===== src/rtl/jpe_pkg.sv =====
// ---------------------------------------------------------------------------
// jpe_pkg
// Shared types, constants and helpers of the Jacobi polynomial evaluator.
// ---------------------------------------------------------------------------
package jpe_pkg;

   localparam int MAX_DEGREE    = 15;
   localparam int FRACTION_BITS = 12;
   localparam int PAR_FRAC      = 12;

   localparam int DEG_W  = 4;
   localparam int VAL_W  = 32;
   localparam int X_W    = 16;
   localparam int PAR_W  = 16;
   localparam int CIDX_W = 2;
   localparam int K_W    = 5;
   localparam int C_W    = K_W + PAR_FRAC + 2;
   localparam int PA_W   = PAR_W + 2;
   localparam int SQ_W   = 32;
   localparam int MX_W   = 40;
   localparam int MY_W   = 34;
   localparam int MP_W   = MX_W + MY_W;
   localparam int INNER_W = 38;
   localparam int CA_W   = 34;
   localparam int NUM_W  = 67;
   localparam int DEN_W  = 30;
   localparam int Q_W    = NUM_W + 1;

   localparam logic signed [VAL_W-1:0] VAL_ONE = VAL_W'(1) << FRACTION_BITS;
   localparam logic signed [VAL_W-1:0] VAL_MAX = {1'b0, {(VAL_W-1){1'b1}}};
   localparam logic signed [VAL_W-1:0] VAL_MIN = {1'b1, {(VAL_W-1){1'b0}}};

   typedef enum logic [CIDX_W-1:0] {
      CSR_ALPHA,
      CSR_BETA,
      CSR_DEGREE
   } csr_index_type;

   typedef enum logic [3:0] {
      OP_SQA,
      OP_SQB,
      OP_T1,
      OP_INNER,
      OP_CA,
      OP_T3,
      OP_CB,
      OP_T4,
      OP_DD,
      OP_U1,
      OP_U2,
      OP_P1
   } mul_op_type;

   typedef enum logic [2:0] {
      ST_IDLE,
      ST_EMIT,
      ST_MUL_GO,
      ST_MUL_WAIT,
      ST_DIV_GO,
      ST_DIV_WAIT
   } state_type;

   typedef struct packed {
      logic             load_x;
      logic             mul_start;
      mul_op_type       mul_op;
      logic             div_start;
      logic             emit_load;
      logic [DEG_W-1:0] step;
      logic             last;
   } dp_cmd_type;

   typedef struct packed {
      logic mul_done;
      logic div_done;
   } dp_status_type;

   function automatic mul_op_type next_op(input mul_op_type op);
      mul_op_type nxt;
      unique case (op)
         OP_SQA:   nxt = OP_SQB;
         OP_SQB:   nxt = OP_T1;
         OP_T1:    nxt = OP_INNER;
         OP_INNER: nxt = OP_CA;
         OP_CA:    nxt = OP_T3;
         OP_T3:    nxt = OP_CB;
         OP_CB:    nxt = OP_T4;
         OP_T4:    nxt = OP_DD;
         OP_DD:    nxt = OP_U1;
         OP_U1:    nxt = OP_U2;
         default:  nxt = OP_SQA;
      endcase
      return nxt;
   endfunction

   function automatic logic signed [C_W-1:0] cval(input logic [K_W-1:0] k,
                                                  input logic signed [PAR_W:0] s);
      return $signed({2'b00, k, {PAR_FRAC{1'b0}}}) + C_W'(s);
   endfunction

   function automatic logic signed [MP_W-1:0] rnd_shift(input logic signed [MP_W-1:0] v,
                                                        input int unsigned sh);
      logic signed [MP_W-1:0] half;
      half = $signed(MP_W'(1) << (sh - 1));
      return (v + half) >>> sh;
   endfunction

   function automatic logic signed [VAL_W-1:0] sat_val(input logic signed [MP_W-1:0] v);
      logic [MP_W-VAL_W:0] hi;
      logic signed [VAL_W-1:0] r;
      hi = v[MP_W-1:VAL_W-1];
      if ((&hi) || !(|hi)) begin
         r = v[VAL_W-1:0];
      end else if (v[MP_W-1]) begin
         r = VAL_MIN;
      end else begin
         r = VAL_MAX;
      end
      return r;
   endfunction

endpackage


===== src/rtl/jpe_if.sv =====
// ---------------------------------------------------------------------------
// jpe channel interfaces
// Request, response and register-write channels with valid/ready handshake.
// ---------------------------------------------------------------------------
interface jpe_req_if;
   logic                                 valid;
   logic                                 ready;
   logic signed [jpe_pkg::X_W-1:0]       abscissa;
   modport source (output valid, abscissa, input ready);
   modport sink (input valid, abscissa, output ready);
endinterface

interface jpe_rsp_if;
   logic                                 valid;
   logic                                 ready;
   logic [jpe_pkg::DEG_W-1:0]            poly_degree;
   logic signed [jpe_pkg::VAL_W-1:0]     poly_value;
   logic                                 last;
   modport source (output valid, poly_degree, poly_value, last, input ready);
   modport sink (input valid, poly_degree, poly_value, last, output ready);
endinterface

interface jpe_csr_if;
   logic                                 valid;
   logic                                 ready;
   logic [jpe_pkg::CIDX_W-1:0]           index;
   logic [jpe_pkg::PAR_W-1:0]            data;
   modport source (output valid, index, data, input ready);
   modport sink (input valid, index, data, output ready);
endinterface


===== src/rtl/jpe_mul.sv =====
// ---------------------------------------------------------------------------
// jpe_mul
// Shift-add signed multiplier, one multiplier bit per cycle.
// ---------------------------------------------------------------------------
module jpe_mul (
   input  logic                                clock,
   input  logic                                reset,
   input  logic                                start,
   input  logic signed [jpe_pkg::MX_W-1:0]     op_x,
   input  logic signed [jpe_pkg::MY_W-1:0]     op_y,
   output logic                                done,
   output logic signed [jpe_pkg::MP_W-1:0]     product
);

   localparam int CNT_W = $clog2(jpe_pkg::MY_W);
   localparam logic [CNT_W-1:0] LAST_CNT = CNT_W'(jpe_pkg::MY_W - 1);

   logic signed [jpe_pkg::MP_W-1:0] mcand_ff, mcand_in;
   logic signed [jpe_pkg::MP_W-1:0] acc_ff, acc_in;
   logic [jpe_pkg::MY_W-1:0]        mplier_ff, mplier_in;
   logic [CNT_W-1:0]                cnt_ff, cnt_in;
   logic                            busy_ff, busy_in;
   logic                            done_ff, done_in;

   always_comb begin
      mcand_in  = mcand_ff;
      acc_in    = acc_ff;
      mplier_in = mplier_ff;
      cnt_in    = cnt_ff;
      busy_in   = busy_ff;
      done_in   = 1'b0;
      if (start) begin
         mcand_in  = jpe_pkg::MP_W'(op_x);
         mplier_in = op_y;
         acc_in    = '0;
         cnt_in    = '0;
         busy_in   = 1'b1;
      end else if (busy_ff) begin
         if (mplier_ff[0]) begin
            acc_in = (cnt_ff == LAST_CNT) ? acc_ff - mcand_ff : acc_ff + mcand_ff;
         end
         mcand_in  = mcand_ff <<< 1;
         mplier_in = mplier_ff >> 1;
         cnt_in    = cnt_ff + CNT_W'(1);
         if (cnt_ff == LAST_CNT) begin
            busy_in = 1'b0;
            done_in = 1'b1;
         end
      end
   end

   always_ff @(posedge clock) begin
      if (reset) begin
         busy_ff <= 1'b0;
         done_ff <= 1'b0;
      end else begin
         busy_ff <= busy_in;
         done_ff <= done_in;
      end
   end

   always_ff @(posedge clock) begin
      mcand_ff  <= mcand_in;
      acc_ff    <= acc_in;
      mplier_ff <= mplier_in;
      cnt_ff    <= cnt_in;
   end

   assign done    = done_ff;
   assign product = acc_ff;

endmodule


===== src/rtl/jpe_div.sv =====
// ---------------------------------------------------------------------------
// jpe_div
// Restoring divider: rounded signed quotient, saturated to the value width.
// ---------------------------------------------------------------------------
module jpe_div (
   input  logic                                 clock,
   input  logic                                 reset,
   input  logic                                 start,
   input  logic signed [jpe_pkg::NUM_W-1:0]     num,
   input  logic signed [jpe_pkg::DEN_W-1:0]     den,
   output logic                                 done,
   output logic signed [jpe_pkg::VAL_W-1:0]     quotient
);

   localparam int CNT_W = $clog2(jpe_pkg::Q_W);
   localparam logic [CNT_W-1:0] LAST_CNT = CNT_W'(jpe_pkg::Q_W - 1);

   logic [jpe_pkg::Q_W-1:0]   q_ff, q_in;
   logic [jpe_pkg::DEN_W-1:0] rem_ff, rem_in;
   logic [jpe_pkg::DEN_W-1:0] dmag_ff, dmag_in;
   logic [CNT_W-1:0]          cnt_ff, cnt_in;
   logic                      neg_ff, neg_in;
   logic                      zero_ff, zero_in;
   logic                      nsign_ff, nsign_in;
   logic                      nzero_ff, nzero_in;
   logic                      busy_ff, busy_in;
   logic                      done_ff, done_in;

   logic [jpe_pkg::NUM_W-1:0] nmag;
   logic [jpe_pkg::DEN_W-1:0] dmag;
   logic [jpe_pkg::DEN_W:0]   trial;
   logic                      ge;
   logic                      big;

   always_comb begin
      nmag  = num[jpe_pkg::NUM_W-1] ? jpe_pkg::NUM_W'(-num) : jpe_pkg::NUM_W'(num);
      dmag  = den[jpe_pkg::DEN_W-1] ? jpe_pkg::DEN_W'(-den) : jpe_pkg::DEN_W'(den);
      trial = {rem_ff, q_ff[jpe_pkg::Q_W-1]};
      ge    = (trial >= {1'b0, dmag_ff});

      q_in     = q_ff;
      rem_in   = rem_ff;
      dmag_in  = dmag_ff;
      cnt_in   = cnt_ff;
      neg_in   = neg_ff;
      zero_in  = zero_ff;
      nsign_in = nsign_ff;
      nzero_in = nzero_ff;
      busy_in  = busy_ff;
      done_in  = 1'b0;
      if (start) begin
         nsign_in = num[jpe_pkg::NUM_W-1];
         nzero_in = |num;
         neg_in   = num[jpe_pkg::NUM_W-1] ^ den[jpe_pkg::DEN_W-1];
         dmag_in  = dmag;
         rem_in   = '0;
         cnt_in   = '0;
         q_in     = jpe_pkg::Q_W'(nmag) + jpe_pkg::Q_W'(dmag >> 1);
         if (den == '0) begin
            zero_in = 1'b1;
            done_in = 1'b1;
         end else begin
            zero_in = 1'b0;
            busy_in = 1'b1;
         end
      end else if (busy_ff) begin
         rem_in = ge ? jpe_pkg::DEN_W'(trial - {1'b0, dmag_ff}) : trial[jpe_pkg::DEN_W-1:0];
         q_in   = {q_ff[jpe_pkg::Q_W-2:0], ge};
         cnt_in = cnt_ff + CNT_W'(1);
         if (cnt_ff == LAST_CNT) begin
            busy_in = 1'b0;
            done_in = 1'b1;
         end
      end
   end

   always_comb begin
      big = |q_ff[jpe_pkg::Q_W-1:jpe_pkg::VAL_W-1];
      if (zero_ff) begin
         quotient = nsign_ff ? jpe_pkg::VAL_MIN : (nzero_ff ? jpe_pkg::VAL_MAX : '0);
      end else if (neg_ff) begin
         quotient = big ? jpe_pkg::VAL_MIN : $signed(~q_ff[jpe_pkg::VAL_W-1:0] + 1'b1);
      end else begin
         quotient = big ? jpe_pkg::VAL_MAX : $signed(q_ff[jpe_pkg::VAL_W-1:0]);
      end
   end

   always_ff @(posedge clock) begin
      if (reset) begin
         busy_ff <= 1'b0;
         done_ff <= 1'b0;
      end else begin
         busy_ff <= busy_in;
         done_ff <= done_in;
      end
   end

   always_ff @(posedge clock) begin
      q_ff     <= q_in;
      rem_ff   <= rem_in;
      dmag_ff  <= dmag_in;
      cnt_ff   <= cnt_in;
      neg_ff   <= neg_in;
      zero_ff  <= zero_in;
      nsign_ff <= nsign_in;
      nzero_ff <= nzero_in;
   end

   assign done = done_ff;

endmodule


===== src/rtl/jpe_datapath.sv =====
// ---------------------------------------------------------------------------
// jpe_datapath
// Recurrence coefficients, shared multiplier and divider, result register.
// ---------------------------------------------------------------------------
module jpe_datapath (
   input  logic                                 clock,
   input  logic                                 reset,
   input  jpe_pkg::dp_cmd_type                  cmd,
   output jpe_pkg::dp_status_type               status,
   input  logic signed [jpe_pkg::PAR_W-1:0]     alpha,
   input  logic signed [jpe_pkg::PAR_W-1:0]     beta,
   input  logic signed [jpe_pkg::X_W-1:0]       abscissa,
   output logic [jpe_pkg::DEG_W-1:0]            poly_degree,
   output logic signed [jpe_pkg::VAL_W-1:0]     poly_value,
   output logic                                 last
);

   logic signed [jpe_pkg::X_W-1:0]     x_ff;
   logic signed [jpe_pkg::SQ_W-1:0]    sq_ff;
   logic signed [jpe_pkg::MX_W-1:0]    t_ff;
   logic signed [jpe_pkg::INNER_W-1:0] inner_ff;
   logic signed [jpe_pkg::CA_W-1:0]    ca_ff;
   logic signed [jpe_pkg::CA_W-1:0]    cb_ff;
   logic signed [jpe_pkg::DEN_W-1:0]   dd_ff;
   logic signed [jpe_pkg::NUM_W-1:0]   u_ff;
   logic signed [jpe_pkg::VAL_W-1:0]   p_old_ff;
   logic signed [jpe_pkg::VAL_W-1:0]   p_new_ff;
   logic [jpe_pkg::DEG_W-1:0]          deg_ff;
   logic signed [jpe_pkg::VAL_W-1:0]   val_ff;
   logic                               last_ff;

   logic signed [jpe_pkg::PAR_W:0]     s;
   logic signed [jpe_pkg::PAR_W:0]     amb;
   logic [jpe_pkg::K_W-1:0]            k2, k2m1, k2m2, ki;
   logic [jpe_pkg::DEG_W-1:0]          stepm1;
   logic signed [jpe_pkg::C_W-1:0]     c2, c2m1, c2m2, ci;
   logic signed [jpe_pkg::PA_W-1:0]    pa, pb, p1x;
   logic signed [jpe_pkg::MX_W-1:0]    op_x;
   logic signed [jpe_pkg::MY_W-1:0]    op_y;
   logic signed [jpe_pkg::MP_W-1:0]    prod;
   logic signed [jpe_pkg::MP_W-1:0]    inner_sum;
   logic signed [jpe_pkg::MP_W-1:0]    q27;
   logic signed [jpe_pkg::VAL_W-1:0]   div_q;
   logic                               mul_done;
   logic                               div_done;

   function automatic logic signed [jpe_pkg::PAR_W:0] PAR_W_EXT(
      input logic signed [jpe_pkg::PAR_W-1:0] v);
      return (jpe_pkg::PAR_W + 1)'(v);
   endfunction

   always_comb begin
      s      = PAR_W_EXT(alpha) + PAR_W_EXT(beta);
   end

   always_comb begin
      amb    = PAR_W_EXT(alpha) - PAR_W_EXT(beta);
      k2     = {cmd.step, 1'b0};
      k2m1   = k2 - jpe_pkg::K_W'(1);
      k2m2   = k2 - jpe_pkg::K_W'(2);
      ki     = {1'b0, cmd.step};
      stepm1 = cmd.step - jpe_pkg::DEG_W'(1);
      c2     = jpe_pkg::cval(k2, s);
      c2m1   = jpe_pkg::cval(k2m1, s);
      c2m2   = jpe_pkg::cval(k2m2, s);
      ci     = jpe_pkg::cval(ki, s);
      pa     = jpe_pkg::PA_W'($signed({1'b0, stepm1, {jpe_pkg::PAR_FRAC{1'b0}}}))
               + jpe_pkg::PA_W'(alpha);
      pb     = jpe_pkg::PA_W'($signed({1'b0, stepm1, {jpe_pkg::PAR_FRAC{1'b0}}}))
               + jpe_pkg::PA_W'(beta);
      p1x    = jpe_pkg::PA_W'(s) + jpe_pkg::PA_W'(2 << jpe_pkg::PAR_FRAC);
   end

   always_comb begin
      case (cmd.mul_op)
         jpe_pkg::OP_SQA: begin
            op_x = jpe_pkg::MX_W'(alpha);
            op_y = jpe_pkg::MY_W'(alpha);
         end
         jpe_pkg::OP_SQB: begin
            op_x = jpe_pkg::MX_W'(beta);
            op_y = jpe_pkg::MY_W'(beta);
         end
         jpe_pkg::OP_T1: begin
            op_x = jpe_pkg::MX_W'(c2m2);
            op_y = jpe_pkg::MY_W'(c2);
         end
         jpe_pkg::OP_INNER: begin
            op_x = t_ff;
            op_y = jpe_pkg::MY_W'(x_ff);
         end
         jpe_pkg::OP_CA: begin
            op_x = jpe_pkg::MX_W'(inner_ff);
            op_y = jpe_pkg::MY_W'(c2m1);
         end
         jpe_pkg::OP_T3: begin
            op_x = jpe_pkg::MX_W'(pa);
            op_y = jpe_pkg::MY_W'(pb);
         end
         jpe_pkg::OP_CB: begin
            op_x = t_ff;
            op_y = jpe_pkg::MY_W'(c2);
         end
         jpe_pkg::OP_T4: begin
            op_x = jpe_pkg::MX_W'($signed({1'b0, k2}));
            op_y = jpe_pkg::MY_W'(ci);
         end
         jpe_pkg::OP_DD: begin
            op_x = t_ff;
            op_y = jpe_pkg::MY_W'(c2m2);
         end
         jpe_pkg::OP_U1: begin
            op_x = jpe_pkg::MX_W'(ca_ff);
            op_y = jpe_pkg::MY_W'(p_new_ff);
         end
         jpe_pkg::OP_U2: begin
            op_x = jpe_pkg::MX_W'(cb_ff);
            op_y = jpe_pkg::MY_W'(p_old_ff);
         end
         jpe_pkg::OP_P1: begin
            op_x = jpe_pkg::MX_W'(p1x);
            op_y = jpe_pkg::MY_W'(x_ff);
         end
         default: begin
            op_x = '0;
            op_y = '0;
         end
      endcase
   end

   jpe_mul u_mul (
      .clock   (clock),
      .reset   (reset),
      .start   (cmd.mul_start),
      .op_x    (op_x),
      .op_y    (op_y),
      .done    (mul_done),
      .product (prod)
   );

   jpe_div u_div (
      .clock    (clock),
      .reset    (reset),
      .start    (cmd.div_start),
      .num      (u_ff),
      .den      (dd_ff),
      .done     (div_done),
      .quotient (div_q)
   );

   assign inner_sum = prod + (jpe_pkg::MP_W'(sq_ff) <<< 14);
   assign q27       = prod + (jpe_pkg::MP_W'(amb) <<< 14);

   always_ff @(posedge clock) begin
      if (cmd.load_x) begin
         x_ff <= abscissa;
      end
      if (mul_done) begin
         case (cmd.mul_op)
            jpe_pkg::OP_SQA:   sq_ff <= jpe_pkg::SQ_W'(prod);
            jpe_pkg::OP_SQB:   sq_ff <= sq_ff - jpe_pkg::SQ_W'(prod);
            jpe_pkg::OP_T1,
            jpe_pkg::OP_T3,
            jpe_pkg::OP_T4:    t_ff <= jpe_pkg::MX_W'(prod);
            jpe_pkg::OP_INNER: inner_ff <= jpe_pkg::INNER_W'(jpe_pkg::rnd_shift(inner_sum, 14));
            jpe_pkg::OP_CA:    ca_ff <= jpe_pkg::CA_W'(jpe_pkg::rnd_shift(prod, 24));
            jpe_pkg::OP_CB:    cb_ff <= jpe_pkg::CA_W'(jpe_pkg::rnd_shift(prod, 23));
            jpe_pkg::OP_DD:    dd_ff <= jpe_pkg::DEN_W'(jpe_pkg::rnd_shift(prod,
                                                                     jpe_pkg::PAR_FRAC));
            jpe_pkg::OP_U1:    u_ff <= jpe_pkg::NUM_W'(prod);
            jpe_pkg::OP_U2:    u_ff <= u_ff - jpe_pkg::NUM_W'(prod);
            jpe_pkg::OP_P1: begin
               p_old_ff <= jpe_pkg::VAL_ONE;
               p_new_ff <= jpe_pkg::sat_val(jpe_pkg::rnd_shift(q27,
                                                            27 - jpe_pkg::FRACTION_BITS));
            end
            default: ;
         endcase
      end
      if (div_done) begin
         p_old_ff <= p_new_ff;
         p_new_ff <= div_q;
      end
      if (cmd.emit_load) begin
         deg_ff  <= cmd.step;
         val_ff  <= (cmd.step == '0) ? jpe_pkg::VAL_ONE : p_new_ff;
         last_ff <= cmd.last;
      end
   end

   assign status.mul_done = mul_done;
   assign status.div_done = div_done;
   assign poly_degree     = deg_ff;
   assign poly_value      = val_ff;
   assign last            = last_ff;

endmodule


===== src/rtl/jpe_ctrl.sv =====
// ---------------------------------------------------------------------------
// jpe_ctrl
// Sequencer: degree loop, multiply/divide operation order, result handshake.
// ---------------------------------------------------------------------------
module jpe_ctrl (
   input  logic                          clock,
   input  logic                          reset,
   input  logic                          req_valid,
   output logic                          req_ready,
   output logic                          rsp_valid,
   input  logic                          rsp_ready,
   input  logic [jpe_pkg::DEG_W-1:0]     degree,
   output jpe_pkg::dp_cmd_type           cmd,
   input  jpe_pkg::dp_status_type        status
);

   jpe_pkg::state_type         state_ff, state_in;
   jpe_pkg::mul_op_type        op_ff, op_in;
   logic [jpe_pkg::DEG_W-1:0]  step_ff, step_in;
   logic [jpe_pkg::DEG_W-1:0]  n_ff, n_in;
   logic                       rsp_valid_ff, rsp_valid_in;
   logic                       emit_ok;

   assign emit_ok = !rsp_valid_ff || rsp_ready;

   always_comb begin
      state_in     = state_ff;
      op_in        = op_ff;
      step_in      = step_ff;
      n_in         = n_ff;
      rsp_valid_in = rsp_valid_ff && !rsp_ready;
      unique case (state_ff)
         jpe_pkg::ST_IDLE: begin
            if (req_valid) begin
               n_in     = (degree > jpe_pkg::DEG_W'(jpe_pkg::MAX_DEGREE)) ?
                          jpe_pkg::DEG_W'(jpe_pkg::MAX_DEGREE) : degree;
               step_in  = '0;
               state_in = jpe_pkg::ST_EMIT;
            end
         end
         jpe_pkg::ST_EMIT: begin
            if (emit_ok) begin
               rsp_valid_in = 1'b1;
               if (step_ff == n_ff) begin
                  state_in = jpe_pkg::ST_IDLE;
               end else begin
                  step_in  = step_ff + jpe_pkg::DEG_W'(1);
                  op_in    = (step_ff == '0) ? jpe_pkg::OP_P1 : jpe_pkg::OP_SQA;
                  state_in = jpe_pkg::ST_MUL_GO;
               end
            end
         end
         jpe_pkg::ST_MUL_GO: state_in = jpe_pkg::ST_MUL_WAIT;
         jpe_pkg::ST_MUL_WAIT: begin
            if (status.mul_done) begin
               if (op_ff == jpe_pkg::OP_P1) begin
                  state_in = jpe_pkg::ST_EMIT;
               end else if (op_ff == jpe_pkg::OP_U2) begin
                  state_in = jpe_pkg::ST_DIV_GO;
               end else begin
                  op_in    = jpe_pkg::next_op(op_ff);
                  state_in = jpe_pkg::ST_MUL_GO;
               end
            end
         end
         jpe_pkg::ST_DIV_GO: state_in = jpe_pkg::ST_DIV_WAIT;
         jpe_pkg::ST_DIV_WAIT: begin
            if (status.div_done) begin
               state_in = jpe_pkg::ST_EMIT;
            end
         end
         default: state_in = jpe_pkg::ST_IDLE;
      endcase
   end

   always_comb begin
      req_ready     = (state_ff == jpe_pkg::ST_IDLE);
      cmd.load_x    = (state_ff == jpe_pkg::ST_IDLE) && req_valid;
      cmd.mul_start = (state_ff == jpe_pkg::ST_MUL_GO);
      cmd.mul_op    = op_ff;
      cmd.div_start = (state_ff == jpe_pkg::ST_DIV_GO);
      cmd.emit_load = (state_ff == jpe_pkg::ST_EMIT) && emit_ok;
      cmd.step      = step_ff;
      cmd.last      = (step_ff == n_ff);
   end

   always_ff @(posedge clock) begin
      if (reset) begin
         state_ff     <= jpe_pkg::ST_IDLE;
         op_ff        <= jpe_pkg::OP_SQA;
         step_ff      <= '0;
         n_ff         <= '0;
         rsp_valid_ff <= 1'b0;
      end else begin
         state_ff     <= state_in;
         op_ff        <= op_in;
         step_ff      <= step_in;
         n_ff         <= n_in;
         rsp_valid_ff <= rsp_valid_in;
      end
   end

   assign rsp_valid = rsp_valid_ff;

   a_mul_done_in_wait: assert property (@(posedge clock) disable iff (reset)
      status.mul_done |-> state_ff == jpe_pkg::ST_MUL_WAIT)
      else $error("multiply completion outside wait state");

   a_div_done_in_wait: assert property (@(posedge clock) disable iff (reset)
      status.div_done |-> state_ff == jpe_pkg::ST_DIV_WAIT)
      else $error("divide completion outside wait state");

   a_step_bounded: assert property (@(posedge clock) disable iff (reset)
      state_ff != jpe_pkg::ST_IDLE |-> step_ff <= n_ff)
      else $error("degree counter beyond highest degree");

   a_last_ends_item: assert property (@(posedge clock) disable iff (reset)
      (cmd.emit_load && cmd.last) |=> (state_ff == jpe_pkg::ST_IDLE) && rsp_valid_ff)
      else $error("final result did not end the transaction");

endmodule


===== src/rtl/jacobi_polynomial_evaluator.sv =====
// ---------------------------------------------------------------------------
// jacobi_polynomial_evaluator
// Emits P_0(x) .. P_n(x) of the Jacobi family by the three-term recurrence.
//
//   channel  dir  payload                          transaction
//   req_ch   in   abscissa                         one point x
//   rsp_ch   out  poly_degree, poly_value, last    one value per degree
//   csr_ch   in   index, data                      one register write
//
// P0 leaves first, with no arithmetic, and P1 follows after one multiply; each
// higher degree takes eleven multiplies on the one shift-add multiplier
// plus one division on the restoring divider.
// A stalled response holds the sequencer; the next request is taken once the
// last value is in the output register. Synchronous reset restores defaults.
// ---------------------------------------------------------------------------
module jacobi_polynomial_evaluator (
   input logic       clock,
   input logic       reset,
   jpe_req_if.sink   req_ch,
   jpe_rsp_if.source rsp_ch,
   jpe_csr_if.sink   csr_ch
);

   logic signed [jpe_pkg::PAR_W-1:0] alpha_ff;
   logic signed [jpe_pkg::PAR_W-1:0] beta_ff;
   logic [jpe_pkg::DEG_W-1:0]        degree_ff;

   jpe_pkg::dp_cmd_type    cmd;
   jpe_pkg::dp_status_type status;

   assign csr_ch.ready = 1'b1;

   always_ff @(posedge clock) begin
      if (reset) begin
         alpha_ff  <= jpe_pkg::PAR_W'(1 << jpe_pkg::PAR_FRAC);
         beta_ff   <= jpe_pkg::PAR_W'(1 << jpe_pkg::PAR_FRAC);
         degree_ff <= jpe_pkg::DEG_W'(10);
      end else if (csr_ch.valid) begin
         unique case (jpe_pkg::csr_index_type'(csr_ch.index))
            jpe_pkg::CSR_ALPHA:  alpha_ff  <= $signed(csr_ch.data);
            jpe_pkg::CSR_BETA:   beta_ff   <= $signed(csr_ch.data);
            jpe_pkg::CSR_DEGREE: degree_ff <= csr_ch.data[jpe_pkg::DEG_W-1:0];
            default: ;
         endcase
      end
   end

   jpe_ctrl u_ctrl (
      .clock     (clock),
      .reset     (reset),
      .req_valid (req_ch.valid),
      .req_ready (req_ch.ready),
      .rsp_valid (rsp_ch.valid),
      .rsp_ready (rsp_ch.ready),
      .degree    (degree_ff),
      .cmd       (cmd),
      .status    (status)
   );

   jpe_datapath u_datapath (
      .clock       (clock),
      .reset       (reset),
      .cmd         (cmd),
      .status      (status),
      .alpha       (alpha_ff),
      .beta        (beta_ff),
      .abscissa    (req_ch.abscissa),
      .poly_degree (rsp_ch.poly_degree),
      .poly_value  (rsp_ch.poly_value),
      .last        (rsp_ch.last)
   );

endmodule


===== src/flat_wrapper.sv =====
// flat-port wrapper written by rule: the top's interface ports become plain ports
module jacobi_polynomial_evaluator_flat 
  (clock, reset, req_ch_valid, req_ch_abscissa, req_ch_ready, rsp_ch_valid, rsp_ch_poly_degree, rsp_ch_poly_value, rsp_ch_last, rsp_ch_ready, csr_ch_valid, csr_ch_index, csr_ch_data, csr_ch_ready);
  jpe_req_if req_ch_i ();
  jpe_rsp_if rsp_ch_i ();
  jpe_csr_if csr_ch_i ();
  input logic clock;
  input logic reset;
  input wire logic [$bits(req_ch_i.valid)-1:0] req_ch_valid;
  input wire logic [$bits(req_ch_i.abscissa)-1:0] req_ch_abscissa;
  output wire logic [$bits(req_ch_i.ready)-1:0] req_ch_ready;
  output wire logic [$bits(rsp_ch_i.valid)-1:0] rsp_ch_valid;
  output wire logic [$bits(rsp_ch_i.poly_degree)-1:0] rsp_ch_poly_degree;
  output wire logic [$bits(rsp_ch_i.poly_value)-1:0] rsp_ch_poly_value;
  output wire logic [$bits(rsp_ch_i.last)-1:0] rsp_ch_last;
  input wire logic [$bits(rsp_ch_i.ready)-1:0] rsp_ch_ready;
  input wire logic [$bits(csr_ch_i.valid)-1:0] csr_ch_valid;
  input wire logic [$bits(csr_ch_i.index)-1:0] csr_ch_index;
  input wire logic [$bits(csr_ch_i.data)-1:0] csr_ch_data;
  output wire logic [$bits(csr_ch_i.ready)-1:0] csr_ch_ready;
  assign req_ch_i.valid = req_ch_valid;
  assign req_ch_i.abscissa = req_ch_abscissa;
  assign req_ch_ready = req_ch_i.ready;
  assign rsp_ch_valid = rsp_ch_i.valid;
  assign rsp_ch_poly_degree = rsp_ch_i.poly_degree;
  assign rsp_ch_poly_value = rsp_ch_i.poly_value;
  assign rsp_ch_last = rsp_ch_i.last;
  assign rsp_ch_i.ready = rsp_ch_ready;
  assign csr_ch_i.valid = csr_ch_valid;
  assign csr_ch_i.index = csr_ch_index;
  assign csr_ch_i.data = csr_ch_data;
  assign csr_ch_ready = csr_ch_i.ready;
  jacobi_polynomial_evaluator u_core (.clock(clock), .reset(reset), .req_ch(req_ch_i), .rsp_ch(rsp_ch_i), .csr_ch(csr_ch_i));
endmodule

===== config.mk =====
export PLATFORM = sky130hd
export DESIGN_NAME = jacobi_polynomial_evaluator_flat
export DESIGN_NICKNAME = d
export VERILOG_FILES = /design/src/rtl/jpe_pkg.sv /design/src/rtl/jpe_if.sv /design/src/rtl/jpe_mul.sv /design/src/rtl/jpe_div.sv /design/src/rtl/jpe_datapath.sv /design/src/rtl/jpe_ctrl.sv /design/src/rtl/jacobi_polynomial_evaluator.sv /design/src/flat_wrapper.sv
export SDC_FILE = /design/constraint.sdc
export NUM_CORES = 2
export LEC_CHECK = 0
export BUFFER_PORTS_ARGS = -buffer_cell sky130_fd_sc_hd__buf_4
export CELL_PAD_IN_SITES_DETAIL_PLACEMENT = 0
export CELL_PAD_IN_SITES_GLOBAL_PLACEMENT = 1
export CORE_AREA = 5 5 346 348
export DETAILED_ROUTE_END_ITERATION = 10
export DIE_AREA = 0 0 351 353
export GPL_TIMING_DRIVEN = 1
export PLACE_DENSITY_LB_ADDON = 0.25
export SETUP_SLACK_MARGIN = 0.5
export SYNTH_ARGS = -nofsm -noshare
export SYNTH_HDL_FRONTEND = slang
export SYNTH_SLANG_ARGS = --single-unit
export TNS_END_PERCENT = 5

===== constraint.sdc =====
create_clock -name clock -period 10.1 [get_ports clock]
set_input_delay 1.01 -clock clock [delete_from_list [all_inputs] [get_ports clock]]
set_output_delay 1.01 -clock clock [all_outputs]
set_load 0.005 [all_outputs]

* Yosys cells after proc, flatten, opt, wreduce, memory -nomap -nowiden
Memory sizes are Yosys's and may differ from the RTL's. A register that Yosys moved wholly into a read port is not among the register bits.
Cells that the tools add are included.
Widths: inputs -> output; s select.
** Storage, ports and cells
- Memories :: 1
- Bits in registers :: 775
- Output and inout bits :: 40
- Input bits :: 39
- ROM bits :: 64
- Logic and storage cells :: 213
** Memory list
- (no name shown) :: depth 16, width 4, read ports 1, clocked after memory_dff 1, write ports 0, RTL line jpe_pkg.sv:80 : unique case (op)
** Operators by class
- Add/sub/neg operators :: 31
- Equality and inequality tests :: 29
- Reductions and logical operators :: 46
- Magnitude comparators :: 2
- Bitwise logic cells :: 3
- Multiplexer cells :: 64
** Operators by type and width (number)
- $mux 32 :: 13
- $pmux 40 s10 :: 1
- $pmux 34 s10 :: 1
- $mux 74 :: 3
- $mux 68 :: 2
- $pmux 67 s2 :: 1
- $add 74x16->74 const B :: 1
- $add 74x31->74 :: 1
- $add 74x74->74 :: 1
- $sub 74x74->74 :: 1
- $add 67x29->68 :: 1
- $mux 34 :: 2
- $mux 67 :: 1
- $neg 67->67 :: 1
- $reduce_or 67->1 :: 1
- $sub 67x67->67 :: 1
- $pmux 32 s2 :: 1
- $mux 30 :: 2
- $add 58x25->58 const B :: 1
- $add 18x17->19 :: 3
- $add 57x24->57 const B :: 1
- $add 52x15->52 const B :: 1
- $add 52x46->52 :: 1
- $mux 4 :: 12
- other kinds (56) :: 121

* Depth between registers and ports, before layout
- Depth after elaboration :: 10
- Gate-level depth with buffers :: 31

* Modules after synthesis
From an unflattened synthesis, not the netlist that was laid out.
** Second synthesis, totals
- Cells, all modules :: 6667
- Area total of the unflattened synthesis :: 61051.1 sq um
** By module, submodules not included
- jpe_datapath :: seq. area each 11771.3 sq um, cells each 3340, instances 1, area an instance 31863.1 sq um
- jpe_div :: seq. area each 3843.7 sq um, cells each 1563, instances 1, area an instance 13456.7 sq um
- jpe_mul :: seq. area each 4884.7 sq um, cells each 1498, instances 1, area an instance 13111.3 sq um
- jacobi_polynomial_evaluator :: seq. area each 720.7 sq um, cells each 143, instances 1, area an instance 1496.4 sq um
- jpe_ctrl :: seq. area each 400.4 sq um, cells each 123, instances 1, area an instance 1123.6 sq um

* Worst setup path before layout
OpenSTA, ideal clock, no wires.
- Path type :: register to register
- Start :: reg u_core.alpha_ff[0] in the netlist's numbering
- End :: reg u_core.u_datapath.p_new_ff[1] in the netlist's numbering, data pin
- Stages on the path, launching flop included :: 31
- Required time :: 9.828 ns
- Arrival time :: 7.337 ns
- Buffers on the path :: 2
- Path slack :: 2.491 ns
- Cells stage by stage :: dfxtp_1 inv_1 ha_1 fa_1 nand2b_1 a21boi_0 o31a_1 o211ai_1 a21oi_1 o21ai_0 a21oi_1 a21oi_1 nand2b_1 a31oi_1 inv_1 ha_1 ha_1 clkbuf_1 and3_1 and2_1 a2111oi_0 nand2_1 a211o_1 or3_1 a21oi_1 nand4b_1 or4b_1 or4_1 a21oi_1 buf_2 a211oi_1
** On the way
- Word-level cells in the longest chain between the ends :: 10
- Elaborated cells on any way between the ends :: 12
** Ends and longest elaborated chain
- start: declaration :: RTL line jacobi_polynomial_evaluator.sv:24 : logic signed [jpe_pkg::PAR_W-1:0] alpha_ff;
- start signal: assignment :: RTL line jacobi_polynomial_evaluator.sv:35 : alpha_ff <= jpe_pkg::PAR_W'(1 << jpe_pkg::PAR_FRAC);
- start signal: assignment :: RTL line jacobi_polynomial_evaluator.sv:40 : jpe_pkg::CSR_ALPHA: alpha_ff <= $signed(csr_ch.data);
- $sub 16x16->17 (*) :: RTL line jpe_datapath.sv:57 : amb = PAR_W_EXT(alpha) - PAR_W_EXT(beta);
- $add 74x31->74 (*) :: RTL line jpe_datapath.sv:152 : assign q27 = prod + (jpe_pkg::MP_W'(amb) <<< 14);
- $add 74x16->74 (*) :: RTL line jpe_pkg.sv:105 : return (v + half) >>> sh;
- $reduce_or 28->1 :: RTL line jpe_pkg.sv:112 : if ((&hi) || !(|hi)) begin
- $logic_not 1->1 :: RTL line jpe_pkg.sv:112
- $logic_or 1x1->1 :: RTL line jpe_pkg.sv:112
- $mux 32 (*) :: RTL line jpe_pkg.sv:112
- $mux 32 (*) :: RTL line jpe_datapath.sv:159 : case (cmd.mul_op)
- $mux 32 (*) :: RTL line jpe_datapath.sv:158 : if (mul_done) begin
- $mux 32 (*) :: RTL line jpe_datapath.sv:180 : if (div_done) begin
- end signal: assignment :: RTL line jpe_datapath.sv:174 : p_new_ff <= jpe_pkg::sat_val(jpe_pkg::rnd_shift(q27,
- end signal: assignment :: RTL line jpe_datapath.sv:182 : p_new_ff <= div_q;
- end: declaration :: RTL line jpe_datapath.sv:27 : logic signed [jpe_pkg::VAL_W-1:0] p_new_ff;
Every way passes the cells marked *; elsewhere a longest branch is shown, timed or not. The select of a mux whose other input is x is not followed.
A chain may end at the register's enable or synchronous reset.

* Worst setup path after layout
- Start :: reg u_core.alpha_ff[0] in the netlist's numbering
- End :: reg u_core.u_datapath.p_new_ff[16] in the netlist's numbering, data pin
Same word-level chain as after synthesis.

==> flow_summary_export.csv <==
group,metric,value,unit
run_status,status,"finished, final reports clean",
global_routing,groute.usage.overall,32.0,%
logic_synthesis,synth_top_area_share,30.8,%
cells_and_area,syn2layout_area_growth,9.42,%
floorplanning,placement_rows,125,
timing,max_slew.worst_pin.slew,1180,ps
timing,fmax,0.109,GHz
logic_synthesis,netlist.top_cell.by_area,"sky130_fd_sc_hd__edfxtp_1",
logic_synthesis,post_synth_main_area_contributors,"sky130_fd_sc_hd__edfxtp_1 31%, sky130_fd_sc_hd__ha_1 9.7%, sky130_fd_sc_hd__xnor2_1 6.3%",
worst_setup_path,reg2reg_slack,940,ps
worst_hold_path,timing.hold.worst.class,"input port to flip-flop",
logic_synthesis,synth-warning-count,0,
floorplanning,core_region,0.116,mm²
worst_setup_path,worstPathRequired,10540,ps
worst_setup_path,worst_setup_path_start_kind,"flip-flop",
logic_synthesis,synth.ff_latch_count,779,
drt,initialDrtViolationCount,5249,
floorplanning,initial_core_utilization,50.6,%
global_routing,total_congestion_overflow,0,
clock_tree,ctsHtreeMaxLevel,3,
floorplanning,dieWidth,351,µm
timing,final_hold_viol_count,0,
worst_setup_path,worst_path_max_stage_delay,570,ps
floorplanning,dieHeight,353,µm
worst_hold_path,whs_path_depth,1,
timing,final-setup-viol-count,0,
global_routing,largest_net_degree_at_the_start_of_global_routing,107,
placed_design,buffer_ports.inserted,77,
worst_setup_path,slowest_stage,"sky130_fd_sc_hd__a2111oi_0",
worst_setup_path,worst_ep_arrival_time,9600,ps
timing,worst_slew_margin_rel,21.2,%
clock_tree,later_pin_clock_latency_in_the_skew_report,730,ps
pwr,ir_drop,0.220,mV
drt,ant_nets,0,
drt,remaining_routing_drc_violations,0,
worst_setup_path,critical_path_peak_fanout,31,
drt,wl_per_cell,25.0,µm
logic_synthesis,most_common_cell_in_the_synthesized_netlist,"sky130_fd_sc_hd__nand2_1",
worst_setup_path,crit_type,"flip-flop to flip-flop",
clock_tree,cts_sinks,779,
clock_tree,clk_transition_reported_paths,60,ps
cells_and_area,layout-drive-gt1-share,6.46,%
timing,post_route_clock_period_utilization,90.7,%
floorplanning,total_die_area,0.124,mm²
pwr,static-leakage-power,0.0251,µW
drt,routed-via-count,51319,
placed_design,hpwl_after_detailed_placement,156,mm
drt,drt_first_pass_iters,9,
cells_and_area,layout.filler_cells,10687,
timing,rsz0062_at_grt,"false",
clock_tree,numCtsBuffers,92,
timing,setup_tns,0,ps
clock_tree,cts_setup_buffers,0,
logic_synthesis,async_flop_share,0,%
cells_and_area,layout.core_utilization,55.4,%
logic_synthesis,synth.lib_cells_used.distinct,92,
drt,finalWirelength,206,mm
cells_and_area,layout.nets,7115,
placed_design,gp_congestion,0.981,
timing,drv_slew,0,
global_routing,antenna_found_initial,3,
clock_tree,root_buffer,"sky130_fd_sc_hd__clkbuf_16",
logic_synthesis,netlist_instances,6646,
drt,vias_per_cell,6.25,
pwr,p_per_cell_area,214,mW/mm²
worst_setup_path,worst-r2r-cell-count,30,
logic_synthesis,synth_enable_flop_cells,602,
logic_synthesis,synth_ff_type,"sky130_fd_sc_hd__edfxtp_1",
clock_tree,cts.path.max_buffers,3,
clock_tree,tritoncts_clock_tree,"built",
job,max_cap_viol_count,0,
logic_synthesis,syn-mean-instance-area,8.83,µm²
timing,finClkSkew,70.1,ps
global_routing,first_global_vias,47760,
logic_synthesis,mappedNetlistArea,0.0587,mm²
timing,finalCriticalPeriod,9160,ps
floorplanning,number_of_placed_i_o_pins,79,
worst_setup_path,critPathCaptureType,"flip-flop",
logic_synthesis,ys_top_cells_by_count,"804 x sky130_fd_sc_hd__nand2_1, 602 x sky130_fd_sc_hd__edfxtp_1, 579 x sky130_fd_sc_hd__a21oi_1",
logic_synthesis,seq_area_frac_synth,36.8,%
logic_synthesis,syn_nets,7156,
global_routing,global_route_wire_length_before_repair,304,mm
where the power goes:
group          internal [µW]  switching [µW]  total, µW
combinational           2120            3880       6000
clock                   2110            1520       3630
sequential              3880             239       4120
total                   8110            5640      13700
kinds of logic after synthesis:
logic type / Yosys count / share of synthesized area [%]
other: 1 / 0.00639
muxes: 36 / 0.625
AOI/OAI and AO/OA: 1954 / 21.2
DFF: 779 / 36.8
buffers and inverters: 592 / 3.80
xor gates and xnor gates: 682 / 10.2
adders and majority gates: 471 / 10.2
and+or+nand+nor: 2131 / 17.1
metrics by stage:
step           total power (µW)  instances  hold slack [ps]  area [µm²]  worst slack [ps]
3_3_place_gp              10000       8034              441       60900               851
2_1_floorplan              8110       6646              435       58700              2490
4_1_cts                   13700       8208              429       64200               669
3_5_place_dp              10000       8034              452       60900               699
5_1_grt                   14500       8209              449       64200               603
6_report                  13700       8210              461       64200               936
cells in the final DEF (no fill, tap or decap), types with 67 or more instances in the layout:
cell type	netlist	layout
sky130_fd_sc_hd__clkbuf_16	0	94
sky130_fd_sc_hd__nand2b_1	74	72
sky130_fd_sc_hd__inv_1	270	268
sky130_fd_sc_hd__buf_4	1	185
sky130_fd_sc_hd__nor2_1	459	453
sky130_fd_sc_hd__nand4_1	86	86
sky130_fd_sc_hd__o21ai_0	469	469
sky130_fd_sc_hd__nor2b_1	82	82
sky130_fd_sc_hd__or3_1	67	67
sky130_fd_sc_hd__xnor2_1	421	421
sky130_fd_sc_hd__nand2_1	804	800
sky130_fd_sc_hd__xor2_1	261	261
sky130_fd_sc_hd__ha_1	456	456
sky130_fd_sc_hd__nor3_1	117	115
sky130_fd_sc_hd__dfxtp_1	177	176
sky130_fd_sc_hd__a21o_1	200	200
sky130_fd_sc_hd__a211oi_1	81	81
sky130_fd_sc_hd__edfxtp_1	602	602
sky130_fd_sc_hd__a21oi_1	579	577
sky130_fd_sc_hd__nand3_1	149	149
repair_timing:
action | 4_1_cts | 5_1_grt
endpoints found under the setup margin | 0 | 31
hold buffers | 0 | 0
gates resized for setup | 0 | 4
path summary, 6_finish.rpt:
kind / startpoint / endpoint
setup / recovery: u_core.alpha_ff[0] / u_core.u_datapath.p_new_ff[16]
hold / removal: req_ch_abscissa[10] / u_core.u_datapath.x_ff[10]
setup reg to reg: u_core.alpha_ff[0] / u_core.u_datapath.p_new_ff[16]
hold reg to reg: u_core.u_datapath.u_mul.product[50] / u_core.u_datapath.u_mul.product[50]
worst max-delay path: cells and delay by family, from the launching register on:
kind                       cells  cell delay, ps
AOI/OAI and AO/OA             14            3590
and+or+nand+nor                7            2030
adders and majority gates      4            1470
buffers and inverters          4            1130
DFF                            1             400
xor gates and xnor gates       1             240
area by class of cell:
cell class              count  area (µm²)  share of cell area [%]
multi-input cells        5275       35000                    54.5
diodes                      1        2.50                 0.00390
clock buffers             115        2480                    3.86
well taps                1524        1910                    2.97
flip-flops and latches    779       21600                    33.7
clock inverters            59         787                    1.23
repair buffers            185        1390                    2.16
repair inverters            1        5.00                 0.00779
inverters                 271        1020                    1.59
state kept, by name (all words and copies together), names as in the netlist, 6 cells and up, named ones only:
name,flops
u_core.alpha_ff,16
u_core.beta_ff,16
u_core.u_datapath.ca_ff,34
u_core.u_datapath.cb_ff,34
u_core.u_datapath.dd_ff,30
u_core.u_datapath.inner_ff,38
u_core.u_datapath.p_new_ff,32
u_core.u_datapath.p_old_ff,32
u_core.u_datapath.poly_value,32
u_core.u_datapath.sq_ff,32
u_core.u_datapath.t_ff,40
u_core.u_datapath.u_div.cnt_ff,7
u_core.u_datapath.u_div.dmag_ff,30
u_core.u_datapath.u_div.q_ff,68
u_core.u_datapath.u_div.rem_ff,30
u_core.u_datapath.u_ff,67
u_core.u_datapath.u_mul.cnt_ff,6
u_core.u_datapath.u_mul.mcand_ff,74
u_core.u_datapath.u_mul.mplier_ff,34
u_core.u_datapath.u_mul.product,74
u_core.u_datapath.x_ff,16
per-layer routing:
layer	GRT usage, %	wire [µm]
met5	0	27
met2	52.3	94800
met3	4.19	13300
met4	13.9	10700
met1	42.7	86800
Power figures use the tool's default switching activity.
